`config.mk`:
```
export PLATFORM = sky130hd
export DESIGN_NAME = staggered_gamma_rgb_pwm_top
export DESIGN_NICKNAME = d
export VERILOG_FILES = /design/src/sgrp_pkg.sv /design/src/staggered_gamma_rgb_pwm_top.sv /design/src/sgrp_channel.sv
export SDC_FILE = /design/constraint.sdc
export NUM_CORES = 1
export LEC_CHECK = 0
export BUFFER_PORTS_ARGS = -buffer_cell sky130_fd_sc_hd__buf_2
export CORE_ASPECT_RATIO = 1.4
export CORE_MARGIN = 2
export CORE_UTILIZATION = 63
export DETAILED_ROUTE_END_ITERATION = 16
export PLACE_DENSITY_LB_ADDON = 0.08
export SYNTH_ARGS = -nofsm -noshare
export SYNTH_HDL_FRONTEND = slang
export SYNTH_SLANG_ARGS = --single-unit
```
`constraint.sdc`:
```
create_clock -name i_clk -period 15.39 [get_ports i_clk]
set_clock_uncertainty 0.2 [all_clocks]
set_input_delay 3.078 -clock i_clk [delete_from_list [all_inputs] [get_ports i_clk]]
set_output_delay 3.078 -clock i_clk [all_outputs]
set_load 0.1 [all_outputs]
```
`src/sgrp_pkg.sv`:
```
// Shared types, constants and lookup functions for the staggered gamma RGB PWM block.
// Used by sgrp_channel and staggered_gamma_rgb_pwm_top; depends on nothing else.
package sgrp_pkg;

    // Channel count default and fixed field widths
    localparam int unsigned CHANNELS_DEF = 3;
    localparam int unsigned ENABLE_W     = 3;
    localparam int unsigned PIN_W        = 3;
    localparam int unsigned DUTY_W       = 8;
    localparam int unsigned WORD_W       = 24;
    localparam int unsigned CH_IDX_W     = 2;
    localparam int unsigned COUNT_W      = 2;

    localparam logic [DUTY_W-1:0] COUNTER_LAST = 8'd254;
    localparam logic [DUTY_W-1:0] DUTY_FULL    = 8'hFF;

    // Operation codes of an input transaction
    typedef enum logic {
        OP_TICK = 1'b0,
        OP_LOAD = 1'b1
    } t_op;

    typedef struct packed {
        t_op                op;
        logic [WORD_W-1:0]  colour_word;
    } t_in_item;

    typedef struct packed {
        logic [PIN_W-1:0]   pin_levels;
        logic [DUTY_W-1:0]  cycle_position;
    } t_out_item;

    // Per-channel control, shared by the top level with each channel
    typedef struct packed {
        logic               tick;
        logic               load;
        logic               enable;
        logic [DUTY_W-1:0]  on_point;
    } t_chan_ctrl;

    // CIE lightness to duty mapping
    localparam logic [DUTY_W-1:0] CIE_TABLE [256] = '{
        8'd0,8'd0,8'd0,8'd0,8'd0,8'd0,8'd0,8'd0,8'd0,8'd0,8'd1,8'd1,8'd1,8'd1,8'd1,8'd1,
        8'd1,8'd1,8'd1,8'd2,8'd2,8'd2,8'd2,8'd2,8'd2,8'd2,8'd2,8'd3,8'd3,8'd3,8'd3,8'd3,
        8'd3,8'd3,8'd4,8'd4,8'd4,8'd4,8'd4,8'd5,8'd5,8'd5,8'd5,8'd5,8'd6,8'd6,8'd6,8'd6,
        8'd6,8'd7,8'd7,8'd7,8'd7,8'd8,8'd8,8'd8,8'd8,8'd9,8'd9,8'd9,8'd10,8'd10,8'd10,8'd11,
        8'd11,8'd11,8'd12,8'd12,8'd12,8'd13,8'd13,8'd13,8'd14,8'd14,8'd14,8'd15,8'd15,8'd16,
        8'd16,8'd16,
        8'd17,8'd17,8'd18,8'd18,8'd19,8'd19,8'd20,8'd20,8'd21,8'd21,8'd22,8'd22,8'd23,8'd23,
        8'd24,8'd24,
        8'd25,8'd25,8'd26,8'd26,8'd27,8'd28,8'd28,8'd29,8'd29,8'd30,8'd31,8'd31,8'd32,8'd33,
        8'd33,8'd34,
        8'd35,8'd35,8'd36,8'd37,8'd37,8'd38,8'd39,8'd40,8'd40,8'd41,8'd42,8'd43,8'd44,8'd44,
        8'd45,8'd46,
        8'd47,8'd48,8'd49,8'd49,8'd50,8'd51,8'd52,8'd53,8'd54,8'd55,8'd56,8'd57,8'd58,8'd59,
        8'd60,8'd61,
        8'd62,8'd63,8'd64,8'd65,8'd66,8'd67,8'd68,8'd69,8'd70,8'd71,8'd72,8'd73,8'd75,8'd76,
        8'd77,8'd78,
        8'd79,8'd80,8'd82,8'd83,8'd84,8'd85,8'd87,8'd88,8'd89,8'd90,8'd92,8'd93,8'd94,8'd96,
        8'd97,8'd99,
        8'd100,8'd101,8'd103,8'd104,8'd106,8'd107,8'd108,8'd110,8'd111,8'd113,8'd114,8'd116,
        8'd118,8'd119,8'd121,8'd122,
        8'd124,8'd125,8'd127,8'd129,8'd130,8'd132,8'd134,8'd135,8'd137,8'd139,8'd141,8'd142,
        8'd144,8'd146,8'd148,8'd149,
        8'd151,8'd153,8'd155,8'd157,8'd159,8'd161,8'd162,8'd164,8'd166,8'd168,8'd170,8'd172,
        8'd174,8'd176,8'd178,8'd180,
        8'd182,8'd185,8'd187,8'd189,8'd191,8'd193,8'd195,8'd197,8'd200,8'd202,8'd204,8'd206,
        8'd208,8'd211,8'd213,8'd215,
        8'd218,8'd220,8'd222,8'd225,8'd227,8'd230,8'd232,8'd234,8'd237,8'd239,8'd242,8'd244,
        8'd247,8'd249,8'd252,8'd255
    };

    function automatic logic [DUTY_W-1:0] cie_lookup(input logic [DUTY_W-1:0] lightness);
        return CIE_TABLE[lightness];
    endfunction

    // Staggered on point: idx * (256 / count), truncated to 8 bits; zero count acts as one
    function automatic logic [DUTY_W-1:0] on_point(input logic [CH_IDX_W-1:0] idx,
                                                   input logic [COUNT_W-1:0]  count);
        logic [DUTY_W-1:0] pos;
        pos = '0;
        case (count)
            2'd2:    pos = idx[0] ? 8'd128 : 8'd0;
            2'd3:    pos = 8'({6'd0, idx} * 8'd85);
            default: pos = '0;
        endcase
        return pos;
    endfunction

endpackage

```
`src/staggered_gamma_rgb_pwm_top.sv`:
```
// Top level of the staggered gamma RGB PWM block.
// Depends on sgrp_pkg and instantiates one sgrp_channel per channel.
//
// Usage:
//   Input channel (i_in_valid / o_in_stall / i_in_item) carries transactions of
//   two kinds: OP_TICK advances the PWM counter (0..254) and updates the pin
//   levels; OP_LOAD maps the three colour bytes through the CIE lightness table
//   and stores the new duty and off points. Every transaction yields exactly one
//   result on the output channel (o_out_valid / i_out_stall / o_out_item) with
//   the pin levels and counter value after that transaction.
//   A result is in the output register the cycle after its transaction is
//   accepted. Throughput is one transaction per cycle while the receiver does
//   not stall; the per-item path is one table read, an 8-bit add and a few 8-bit compares.
//   When the receiver stalls, the output register holds its result and o_in_stall
//   rises until it is taken; a new transaction is accepted in the same cycle
//   the held result leaves.
//   i_cfg_we writes channel_enable from i_cfg_data; write only while idle.
//   Synchronous active-low reset enables all channels, zeroes the counter, duties,
//   off points and levels, and empties the output register.
module staggered_gamma_rgb_pwm_top #(
    parameter int unsigned CHANNELS = sgrp_pkg::CHANNELS_DEF
) (
    input  logic                            i_clk,
    input  logic                            i_rst_n,
    input  logic                            i_in_valid,
    output logic                            o_in_stall,
    input  sgrp_pkg::t_in_item              i_in_item,
    output logic                            o_out_valid,
    input  logic                            i_out_stall,
    output sgrp_pkg::t_out_item             o_out_item,
    input  logic                            i_cfg_we,
    input  logic [sgrp_pkg::ENABLE_W-1:0]   i_cfg_data
);

    logic [sgrp_pkg::ENABLE_W-1:0] r_enable;
    logic [sgrp_pkg::DUTY_W-1:0]   r_counter, n_counter;
    logic                          r_out_valid;
    sgrp_pkg::t_out_item           r_out_item;

    logic                          in_accept;
    logic                          is_tick;
    logic                          is_load;
    logic [sgrp_pkg::ENABLE_W-1:0] en_eff;
    logic [sgrp_pkg::COUNT_W-1:0]  en_count;
    logic [CHANNELS-1:0]           level_next;
    logic [sgrp_pkg::PIN_W-1:0]    pins_next;

    // Accept whenever the output register is empty or being drained
    assign o_in_stall = r_out_valid && i_out_stall;
    assign in_accept  = i_in_valid && !o_in_stall;
    assign is_tick    = in_accept && (i_in_item.op == sgrp_pkg::OP_TICK);
    assign is_load    = in_accept && (i_in_item.op == sgrp_pkg::OP_LOAD);

    // Keep only enable bits of channels that exist, then count them
    for (genvar k = 0; k < sgrp_pkg::ENABLE_W; k++) begin : g_en
        if (k < CHANNELS) begin : g_on
            assign en_eff[k] = r_enable[k];
        end else begin : g_off
            assign en_eff[k] = 1'b0;
        end
    end
    assign en_count = sgrp_pkg::COUNT_W'({1'b0, en_eff[0]} + {1'b0, en_eff[1]}
                                         + {1'b0, en_eff[2]});

    // Channels
    for (genvar i = 0; i < CHANNELS; i++) begin : g_ch
        sgrp_pkg::t_chan_ctrl        ctrl;
        logic [sgrp_pkg::DUTY_W-1:0] target;

        if (i < sgrp_pkg::ENABLE_W) begin : g_word
            assign target      = i_in_item.colour_word[sgrp_pkg::DUTY_W*i +: sgrp_pkg::DUTY_W];
            assign ctrl.enable = en_eff[i];
        end else begin : g_none
            assign target      = '0;
            assign ctrl.enable = 1'b0;
        end
        assign ctrl.tick     = is_tick;
        assign ctrl.load     = is_load;
        assign ctrl.on_point = sgrp_pkg::on_point(sgrp_pkg::CH_IDX_W'(i), en_count);

        sgrp_channel u_channel (
            .i_clk        (i_clk),
            .i_rst_n      (i_rst_n),
            .i_ctrl       (ctrl),
            .i_target     (target),
            .i_counter    (r_counter),
            .o_level_next (level_next[i])
        );
    end

    // Report only the first three channels; missing ones read low
    for (genvar j = 0; j < sgrp_pkg::PIN_W; j++) begin : g_pin
        if (j < CHANNELS) begin : g_have
            assign pins_next[j] = level_next[j];
        end else begin : g_miss
            assign pins_next[j] = 1'b0;
        end
    end

    // Advance the counter on a tick, wrapping after 254
    always_comb begin
        n_counter = r_counter;
        if (is_tick) begin
            n_counter = (r_counter == sgrp_pkg::COUNTER_LAST) ? '0 : r_counter + 8'd1;
        end
    end

    always_ff @(posedge i_clk) begin
        if (!i_rst_n) begin
            r_enable    <= '1;
            r_counter   <= '0;
            r_out_valid <= 1'b0;
        end else begin
            if (i_cfg_we) begin
                r_enable <= i_cfg_data;
            end
            r_counter <= n_counter;
            if (in_accept) begin
                r_out_valid <= 1'b1;
            end else if (!i_out_stall) begin
                r_out_valid <= 1'b0;
            end
        end
    end

    // Capture the result of each accepted transaction
    always_ff @(posedge i_clk) begin
        if (in_accept) begin
            r_out_item.pin_levels     <= pins_next;
            r_out_item.cycle_position <= n_counter;
        end
    end

    assign o_out_valid = r_out_valid;
    assign o_out_item  = r_out_item;

    // Checks
    a_pos_range: assert property (@(posedge i_clk) disable iff (!i_rst_n)
        o_out_valid |-> o_out_item.cycle_position != sgrp_pkg::DUTY_FULL)
        else $error("cycle position reached 255");

    a_load_holds_counter: assert property (@(posedge i_clk) disable iff (!i_rst_n)
        is_load |=> r_counter == $past(r_counter))
        else $error("colour load moved the counter");

    a_tick_advances: assert property (@(posedge i_clk) disable iff (!i_rst_n)
        (is_tick && r_counter != sgrp_pkg::COUNTER_LAST)
            |=> r_counter == $past(r_counter) + 8'd1)
        else $error("tick did not advance the counter");

    a_tick_wraps: assert property (@(posedge i_clk) disable iff (!i_rst_n)
        (is_tick && r_counter == sgrp_pkg::COUNTER_LAST) |=> r_counter == '0)
        else $error("counter did not wrap after 254");

    a_accept_gives_result: assert property (@(posedge i_clk) disable iff (!i_rst_n)
        in_accept |=> o_out_valid)
        else $error("accepted transaction produced no result");

endmodule

```
`src/sgrp_channel.sv`:
```
// One PWM channel: duty and off point storage, level compare logic.
// Depends on sgrp_pkg for the CIE table, control struct and widths.
module sgrp_channel (
    input  logic                          i_clk,
    input  logic                          i_rst_n,
    input  sgrp_pkg::t_chan_ctrl          i_ctrl,
    input  logic [sgrp_pkg::DUTY_W-1:0]   i_target,
    input  logic [sgrp_pkg::DUTY_W-1:0]   i_counter,
    output logic                          o_level_next
);

    logic [sgrp_pkg::DUTY_W-1:0] r_duty, n_duty;
    logic [sgrp_pkg::DUTY_W-1:0] r_off,  n_off;
    logic                        r_level, n_level;
    logic [sgrp_pkg::DUTY_W-1:0] off_sum;

    // Map the target, place the off point after the on point, fold 255 to 0
    always_comb begin
        n_duty  = r_duty;
        n_off   = r_off;
        n_level = r_level;
        off_sum = i_ctrl.on_point + sgrp_pkg::cie_lookup(i_target);
        if (i_ctrl.load) begin
            n_duty = sgrp_pkg::cie_lookup(i_target);
            n_off  = (off_sum == sgrp_pkg::DUTY_FULL) ? '0 : off_sum;
        end else if (i_ctrl.tick && i_ctrl.enable) begin
            if (r_off == i_counter && r_duty != sgrp_pkg::DUTY_FULL) begin
                n_level = 1'b1;
            end else if (i_ctrl.on_point == i_counter && r_duty != '0) begin
                n_level = 1'b0;
            end
        end
    end

    always_ff @(posedge i_clk) begin
        if (!i_rst_n) begin
            r_duty  <= '0;
            r_off   <= '0;
            r_level <= 1'b0;
        end else begin
            r_duty  <= n_duty;
            r_off   <= n_off;
            r_level <= n_level;
        end
    end

    assign o_level_next = n_level;

endmodule
```
==> results of run 1 <==
-- per-stage QoR --
step | worst slack (ns) | total power, mW
2_1_floorplan | 8.26 | 0.435
3_3_place_gp | 7.81 | 0.487
3_5_place_dp | 7.72 | 0.489
4_1_cts | 8.07 | 0.681
5_1_grt | 7.72 | 0.724
6_report | 7.99 | 0.685
-- registers in the layout (all words and copies together) (netlist names) --
name / flops
g_ch.u_channel.r_duty: 24
en_eff: 3
o_out_item: 11
g_ch.u_channel.r_off: 24
r_counter: 8
o_out_valid: 1
g_ch.u_channel.r_level: 3
-- logic make-up (layout without fill, tap and decap cells) --
family / after synthesis / after routing
AOI/OAI and AO/OA: 391 / 391
and+or+nand+nor: 434 / 434
muxes: 40 / 40
DFF: 74 / 74
xor gates and xnor gates: 42 / 42
adders and majority gates: 57 / 57
buffers and inverters: 153 / 107
-- synthesized netlist by cell type, drive strengths merged, types with 8 or more instances --
cell,number
nand2,125
nor2,106
o21ai,87
a21oi,84
clkbuf,65
dfxtp,63
ha,56
buf,46
nor3,44
inv,39
nand3,32
nand2b,27
a211oi,24
xnor2,22
xor2,20
mux2i,19
nor2b,19
o211ai,18
o22ai,18
o31ai,17
nand4,16
a221oi,14
and2,14
nor4,14
a31oi,13
mux4,12
edfxtp,11
a211o,10
and3,10
a21o,9
a311oi,9
mux2,9
a32o,8
o2111ai,8
o21a,8
-- worst register-to-register path, stage by stage (launching register included) --
cell	delay (ns)
dfxtp_1	0.42
fa_1	0.46
nand2_1	0.16
inv_1	0.23
ha_1	0.40
nand2_1	0.07
o41a_1	0.42
or3b_1	0.40
a311o_1	0.38
nor3_4	0.29
o31ai_1	0.11
-- power by group --
part	switching (mW)	internal, mW
clock network	0.0752	0.119
logic	0.175	0.0991
registers	0.00859	0.209
-- worst max-delay path by stage --
| stage | start | endpoint | slack, ns | cells past startpoint |
|---|---|---|---|---|
| final | i_in_item[11] | g_ch[1].u_channel.r_off[3] | 7.99 | 13 |
| after global routing | i_in_item[17] | g_ch[2].u_channel.r_off[4] | 7.72 | 20 |
| after CTS | i_in_item[11] | g_ch[1].u_channel.r_off[3] | 8.07 | 13 |
| after detailed placement | i_in_item[11] | g_ch[1].u_channel.r_off[3] | 7.72 | 13 |
| after global placement | i_in_item[11] | g_ch[1].u_channel.r_off[3] | 7.81 | 13 |
| after floorplan | i_in_item[11] | g_ch[1].u_channel.r_off[3] | 8.26 | 16 |
-- layer usage --
layer	up-vias	global-route usage [%]
met1	4183	41.8
met5	-	0
met4	0	14.2
met2	390	55.4
met3	74	3.24
li1	4316	-
-- area by class of cell --
type / count / share of cell area [%]
clock buffer: 14 / 2.97
clock inverter: 2 / 0.112
inverter: 42 / 1.77
multi-input combinational: 964 / 71.9
sequential: 74 / 17.8
tap: 182 / 2.55
timing repair buffer: 49 / 2.86
==> flow_metrics.py, run 1 <==
metrics = {
    "outcome": {
        "status": "finished clean",
    },
    "setup_path": {
        "r2r_end": "g_ch[1].u_channel.r_off[3]",
        "slowest_stage": "buf_2",
        "path_common_cell": "ha_1",
        "cp_max_fo": 54,
        "worstRegToRegCells": 10,
        "critical_path_class": "primary input to flop",
        "crit_family": "compound AO/OA/AOI/OAI gates",
        "crit_buf_inv": 2,
        "r2r-start": "en_eff[1]",
        "required_ns": 15.40,
        "cp-start-kind": "primary input",
        "r2r_slack_ns": 11.73,
        "endpoint_kind": "flop",
        "arrival_ns": 7.41,
        "critPathMaxStageDelay_ns": 0.69,
        "crit_chain": "buf_2 -> inv_1 -> ha_1 -> a21o_1 -> a22o_1 -> mux2_2 -> ha_1 -> nand2_1 -> o41a_1 -> or3b_1 -> a311o_1 -> nor3_4 -> o31ai_1",
    },
    "routing": {
        "vias": 8963,
        "via_per_inst": 6.75,
        "drt_iter0_markers": 671,
        "wl_per_cell_um": 18.2,
        "met1Wirelength_mm": 10.0,
        "met3_length_mm": 1.42,
        "wl_mm": 24.2,
        "drt_first_pass_iters": 5,
        "drc_errors": 0,
        "highest_layer": "met4",
        "wl_met2_mm": 11.8,
        "antenna_left": 0,
    },
    "placement": {
        "place_congestion": 0.970,
        "post_dp_cell_area_um2": 8650,
        "dpl.cell_count": 1311,
        "hpwl_mm": 16.6,
        "io_buffers": 45,
    },
    "logic_synthesis": {
        "synthArstFlopShare_pct": 0,
        "avgSynthCellArea_um2": 7.26,
        "synthCells": 1191,
        "yosys.area.top_type": "dfxtp_1",
        "synth.area.mux_share_pct": 6.50,
        "ys_seq_area_share_pct": 18.4,
        "synthXorXnorAreaFrac_pct": 4.26,
        "synth_top_cell_area_share_pct": 14.6,
        "yosys.cell_types.count": 76,
        "synth_warnings": 0,
        "synth_fa_ha_area_share_pct": 8.34,
        "yosys-top-cells-area": "dfxtp_1 (15%), ha_1 (8.1%), nand2_1 (5.4%)",
        "yosys_most_used_dff": "dfxtp_1",
        "synth-simple-area-share_pct": 24.2,
        "synth_edf_count": 11,
        "synth_seq_cells": 74,
        "synth_top_family_by_area": "compound AO/OA/AOI/OAI gates",
        "synthesis.nets": 1281,
        "syn_area_um2": 8640,
        "synth-compound-area-share_pct": 30.9,
    },
    "clock_network": {
        "cts_max_path_buffers": 2,
        "ctsRootBufferMaster": "clkbuf_16",
        "cts_made_buffers": 9,
        "cts_sinks": 74,
        "cts_tree": "built",
        "ctsHtreeMaxLevel": 3,
        "clkTransAtPathRegs_ns": 0.05,
        "clk_latency_ns": 0.33,
        "cts_resized": 0,
        "cts_setup_buffers": 0,
        "ctsHoldBuffers": 0,
    },
    "layout": {
        "stdcell_count": 1327,
        "syn_to_final_growth_pct": 3.24,
        "final_nets": 1230,
        "multi_input_area_um2": 6410,
        "n_fill_cell": 1245,
        "finish.utilization_pct": 66.6,
        "final_cell_mix": "nand2_1 (125), nor2_1 (106), a21oi_1 (84), o21ai_0 (79), dfxtp_1 (63)",
        "drive_above_1_share_pct": 8.82,
        "num_antenna_cells": 0,
        "design_area_um2": 8920,
        "final_common_cell": "nand2_1",
        "seq_area_um2": 1590,
    },
    "die": {
        "die_w_um": 103,
        "die_area_um2": 14700,
        "io_pins": 46,
        "fp-row-count": 50,
        "die-height_um": 143,
        "start_util_pct": 64.5,
        "core_area_um2": 13400,
    },
    "sta": {
        "worst_hold_slack_ns": 0.255,
        "fin_setup_tns_ns": 0,
        "fin_crit_sh_pct": 48.1,
        "relSlewSlack_pct": 38.7,
        "tightest_slew_ns": 0.920,
        "fin_crit_ns": 7.40,
        "hold_viol_final": 0,
        "setup_viol": 0,
        "rsz0062_at_grt": "false",
        "fmax_mhz": 135,
        "slew_viol_final": 0,
    },
    "grt": {
        "grt_pass1_wl_mm": 39.3,
        "grt_max_degree": 55,
        "antenna_found_initial": 0,
        "grt-ovfl-total": 0,
        "grt_use_total_pct": 32.8,
        "grt_pass1_vias": 8000,
    },
    "pwr": {
        "power.density_nw_per_um2": 76.8,
        "power.leakage_nw": 3.46,
        "ir_drop_mv": 0.0760,
    },
    "hold_path": {
        "min-delay-start": "g_ch[1].u_channel.r_off[1]",
        "holdPathEnd": "g_ch[1].u_channel.r_off[1]",
        "hp-class": "flop to flop",
        "holdPathStages": 2,
    },
    "run": {
        "max-cap-violations": 0,
    },
}
Power figures use the tool's default switching activity.
==> run 2: changes to the inputs <==
--- a/config.mk
+++ b/config.mk
@@ -5,10 +5,11 @@
 export SDC_FILE = /design/constraint.sdc
 export NUM_CORES = 1
 export LEC_CHECK = 0
+export ABC_AREA = 1
 export BUFFER_PORTS_ARGS = -buffer_cell sky130_fd_sc_hd__buf_2
 export CORE_ASPECT_RATIO = 1.4
 export CORE_MARGIN = 2
-export CORE_UTILIZATION = 63
+export CORE_UTILIZATION = 57
 export DETAILED_ROUTE_END_ITERATION = 16
 export PLACE_DENSITY_LB_ADDON = 0.08
 export SYNTH_ARGS = -nofsm -noshare
==> constraint.sdc (replaced) <==
create_clock -name i_clk -period 6.5 [get_ports i_clk]
set_clock_uncertainty 0.2 [all_clocks]
set_input_delay 1.3 -clock i_clk [delete_from_list [all_inputs] [get_ports i_clk]]
set_output_delay 1.3 -clock i_clk [all_outputs]
set_load 0.1 [all_outputs]
==> run 2 against run 1 <==
Effect of this change: design area decreased by 2.4%; critical path depth increased by 7; sequential share of layout area increased by 0.45 points; highest routed layer unchanged; clock-buffer cell count decreased by 3; global-route usage decreased by 1.0 points; power increased by 140%.
==> flow_metrics.py, run 2 <==
metrics = {
    "setup_path": {
        "endpoint_kind": "flop",
        "crit_chain": "buf_2 -> inv_1 -> nand2_1 -> inv_1 -> o311ai_0 -> o221ai_1 -> nand2_1 -> nand3_1 -> o22ai_1 -> inv_1 -> ha_1 -> ha_1 -> xor2_1 -> inv_1 -> nor3_1 -> nand4_1 -> nor2_4 -> nand3_4 -> nand2_1 -> a21oi_1",
        "path_common_cell": "inv_1",
        "cp_max_fo": 24,
        "crit_family": "simple AND/OR/NAND/NOR gates",
        "crit_buf_inv": 5,
        "cp-start-kind": "primary input",
        "slowest_stage": "o311ai_0",
        "critPathMaxStageDelay_ns": 0.37,
        "critical_path_class": "primary input to flop",
        "required_ns": 6.50,
        "arrival_ns": 4.70,
    },
    "routing": {
        "via_per_inst": 6.02,
        "drt_iter0_markers": 830,
        "wl_per_cell_um": 16.1,
        "antenna_left": 0,
        "wl_mm": 24.8,
        "drt_first_pass_iters": 5,
        "drc_errors": 0,
        "vias": 9277,
    },
    "layout": {
        "n_fill_cell": 1454,
        "syn_to_final_growth_pct": 4.92,
        "final_common_cell": "nand2_1",
        "multi_input_area_um2": 5760,
        "num_antenna_cells": 0,
        "finish.utilization_pct": 60.8,
        "stdcell_count": 1542,
        "final_nets": 1438,
        "final_cell_mix": "nand2_1 (344), inv_1 (133), nor2_1 (120), a21oi_1 (117), nand3_1 (110)",
        "drive_above_1_share_pct": 9.02,
        "seq_area_um2": 1590,
    },
    "die": {
        "die-height_um": 147,
        "die_area_um2": 15500,
        "start_util_pct": 58.0,
        "core_area_um2": 14300,
        "fp-row-count": 52,
        "io_pins": 46,
        "die_w_um": 106,
    },
    "sta": {
        "fin_crit_ns": 4.71,
        "rsz0062_at_grt": "false",
        "fmax_mhz": 212,
        "hold_viol_final": 0,
        "fin_crit_sh_pct": 72.4,
        "relSlewSlack_pct": 32.8,
        "tightest_slew_ns": 1.00,
        "setup_viol": 0,
        "fin_setup_tns_ns": 0,
        "slew_viol_final": 0,
    },
    "logic_synthesis": {
        "synth_top_cell_area_share_pct": 15.6,
        "yosysMostFrequentCell": "nand2_1",
        "synthArstFlopShare_pct": 0,
        "syn_area_um2": 8300,
        "synth_warnings": 0,
        "yosys-top-cells-area": "nand2_1 (16%), dfxtp_1 (15%), ha_1 (8.4%)",
        "ys_seq_area_share_pct": 19.2,
        "avgSynthCellArea_um2": 6.09,
        "yosys.area.top_type": "nand2_1",
        "synth_seq_cells": 74,
        "yosys_most_used_dff": "dfxtp_1",
        "synthesis.nets": 1452,
        "yosys.cell_types.count": 63,
        "synthCells": 1362,
        "synth_edf_count": 11,
        "ys_top_cells_by_count": "nand2_1 (345), inv_1 (133), nor2_1 (120)",
    },
    "grt": {
        "grt_pass1_wl_mm": 41.0,
        "grt_max_degree": 60,
        "grt_pass1_vias": 8716,
        "grt-ovfl-total": 0,
        "grt_use_total_pct": 31.7,
        "antenna_found_initial": 0,
    },
    "pwr": {
        "switching_share_pct": 38.7,
        "p_comb_share_pct": 37.5,
        "power.density_nw_per_um2": 189,
        "p_switching_mw": 0.636,
        "power.leakage_nw": 4.17,
        "p_clk_share_pct": 31.2,
        "power_frac_seq_pct": 31.3,
        "ir_drop_mv": 0.150,
        "p_int_mw": 1.01,
    },
    "placement": {
        "io_buffers": 45,
        "dpl.cell_count": 1526,
        "place_congestion": 0.983,
        "hpwl_mm": 18.1,
    },
    "clock_network": {
        "cts_setup_buffers": 0,
        "ctsHoldBuffers": 0,
        "cts_sinks": 74,
        "ctsHtreeMaxLevel": 3,
        "cts_made_buffers": 9,
        "cts_tree": "built",
        "cts_max_path_buffers": 2,
        "ctsRootBufferMaster": "clkbuf_16",
        "clk_latency_ns": 0.33,
        "cts_resized": 0,
        "clkTransAtPathRegs_ns": 0.05,
    },
    "run": {
        "max-cap-violations": 0,
    },
    "hold_path": {
        "hp-class": "flop to flop",
    },
    "outcome": {
        "status": "finished clean",
    },
}
## run 2: cell count changes after synthesis, sizes merged, moves of 15 or more
| cell | delta |
|---|---|
| a211oi | -20 |
| a21oi | +35 |
| clkbuf | -30 |
| inv | +107 |
| mux2i | -19 |
| nand2 | +241 |
| nand2b | -27 |
| nand3 | +85 |
| nor2 | +23 |
| nor2b | -19 |
| nor3 | -24 |
| o31ai | -15 |
## run 2: cells by family after synthesis
group	synth area share (%)
AOI/OAI and AO/OA	21.0
buffers and inverters	11.4
xor gates and xnor gates	3.06
and+or+nand+nor	36.7
adders and majority gates	8.69
DFF	19.2
## run 2: path summary, 6_finish.rpt
check / end / cells past startpoint / slack, ns / start
hold / removal: g_ch[1].u_channel.r_off[5] / 2 / 0.28 / g_ch[1].u_channel.r_off[5]
hold reg to reg: g_ch[1].u_channel.r_off[5] / 2 / 0.28 / g_ch[1].u_channel.r_off[5]
setup reg to reg: g_ch[2].u_channel.r_off[1] / 16 / 3.42 / en_eff[0]
setup / recovery: g_ch[2].u_channel.r_off[1] / 20 / 1.79 / i_in_item[18]
## run 2: metrics by stage
stage / power [mW] / setup slack, ns / hold WS (ns) / area [um^2]
2_1_floorplan: 1.00 / 2.23 / 0.247 / 8300
3_3_place_gp: 1.13 / 1.60 / 0.260 / 8390
3_5_place_dp: 1.13 / 1.49 / 0.266 / 8390
4_1_cts: 1.64 / 1.82 / 0.278 / 8700
5_1_grt: 1.74 / 1.42 / 0.300 / 8700
6_report: 1.64 / 1.79 / 0.276 / 8700
## run 2: power groups by stage
stage / registers (mW) / clock network (mW) / logic (mW)
2_1_floorplan: 0.555 / 0 / 0.448
3_3_place_gp: 0.524 / 0 / 0.604
3_5_place_dp: 0.524 / 0 / 0.604
4_1_cts: 0.515 / 0.518 / 0.608
5_1_grt: 0.518 / 0.537 / 0.689
6_report: 0.515 / 0.514 / 0.616
## run 2: per-layer routing
metal | wire length (um) | global-route usage [%]
met5 | 0 | 0
met4 | 1250 | 15.7
met3 | 1340 | 2.71
met2 | 12300 | 57.3
met1 | 9890 | 37.4
## run 2: layout make-up
type,instances,share of cell area (%)
Tap cell,189,2.72
Sequential cell,74,18.3
Multi-Input combinational cell,1069,66.2
Timing Repair Buffer,47,2.76
Clock buffer,11,2.92
Inverter,147,6.40
Clock inverter,5,0.690
## run 2: worst min-delay path, delay by kind of cell (launching register included)
kind            cells  cell delay, ns
compound gates      1            0.05
simple gates        1            0.06
flops               1            0.31
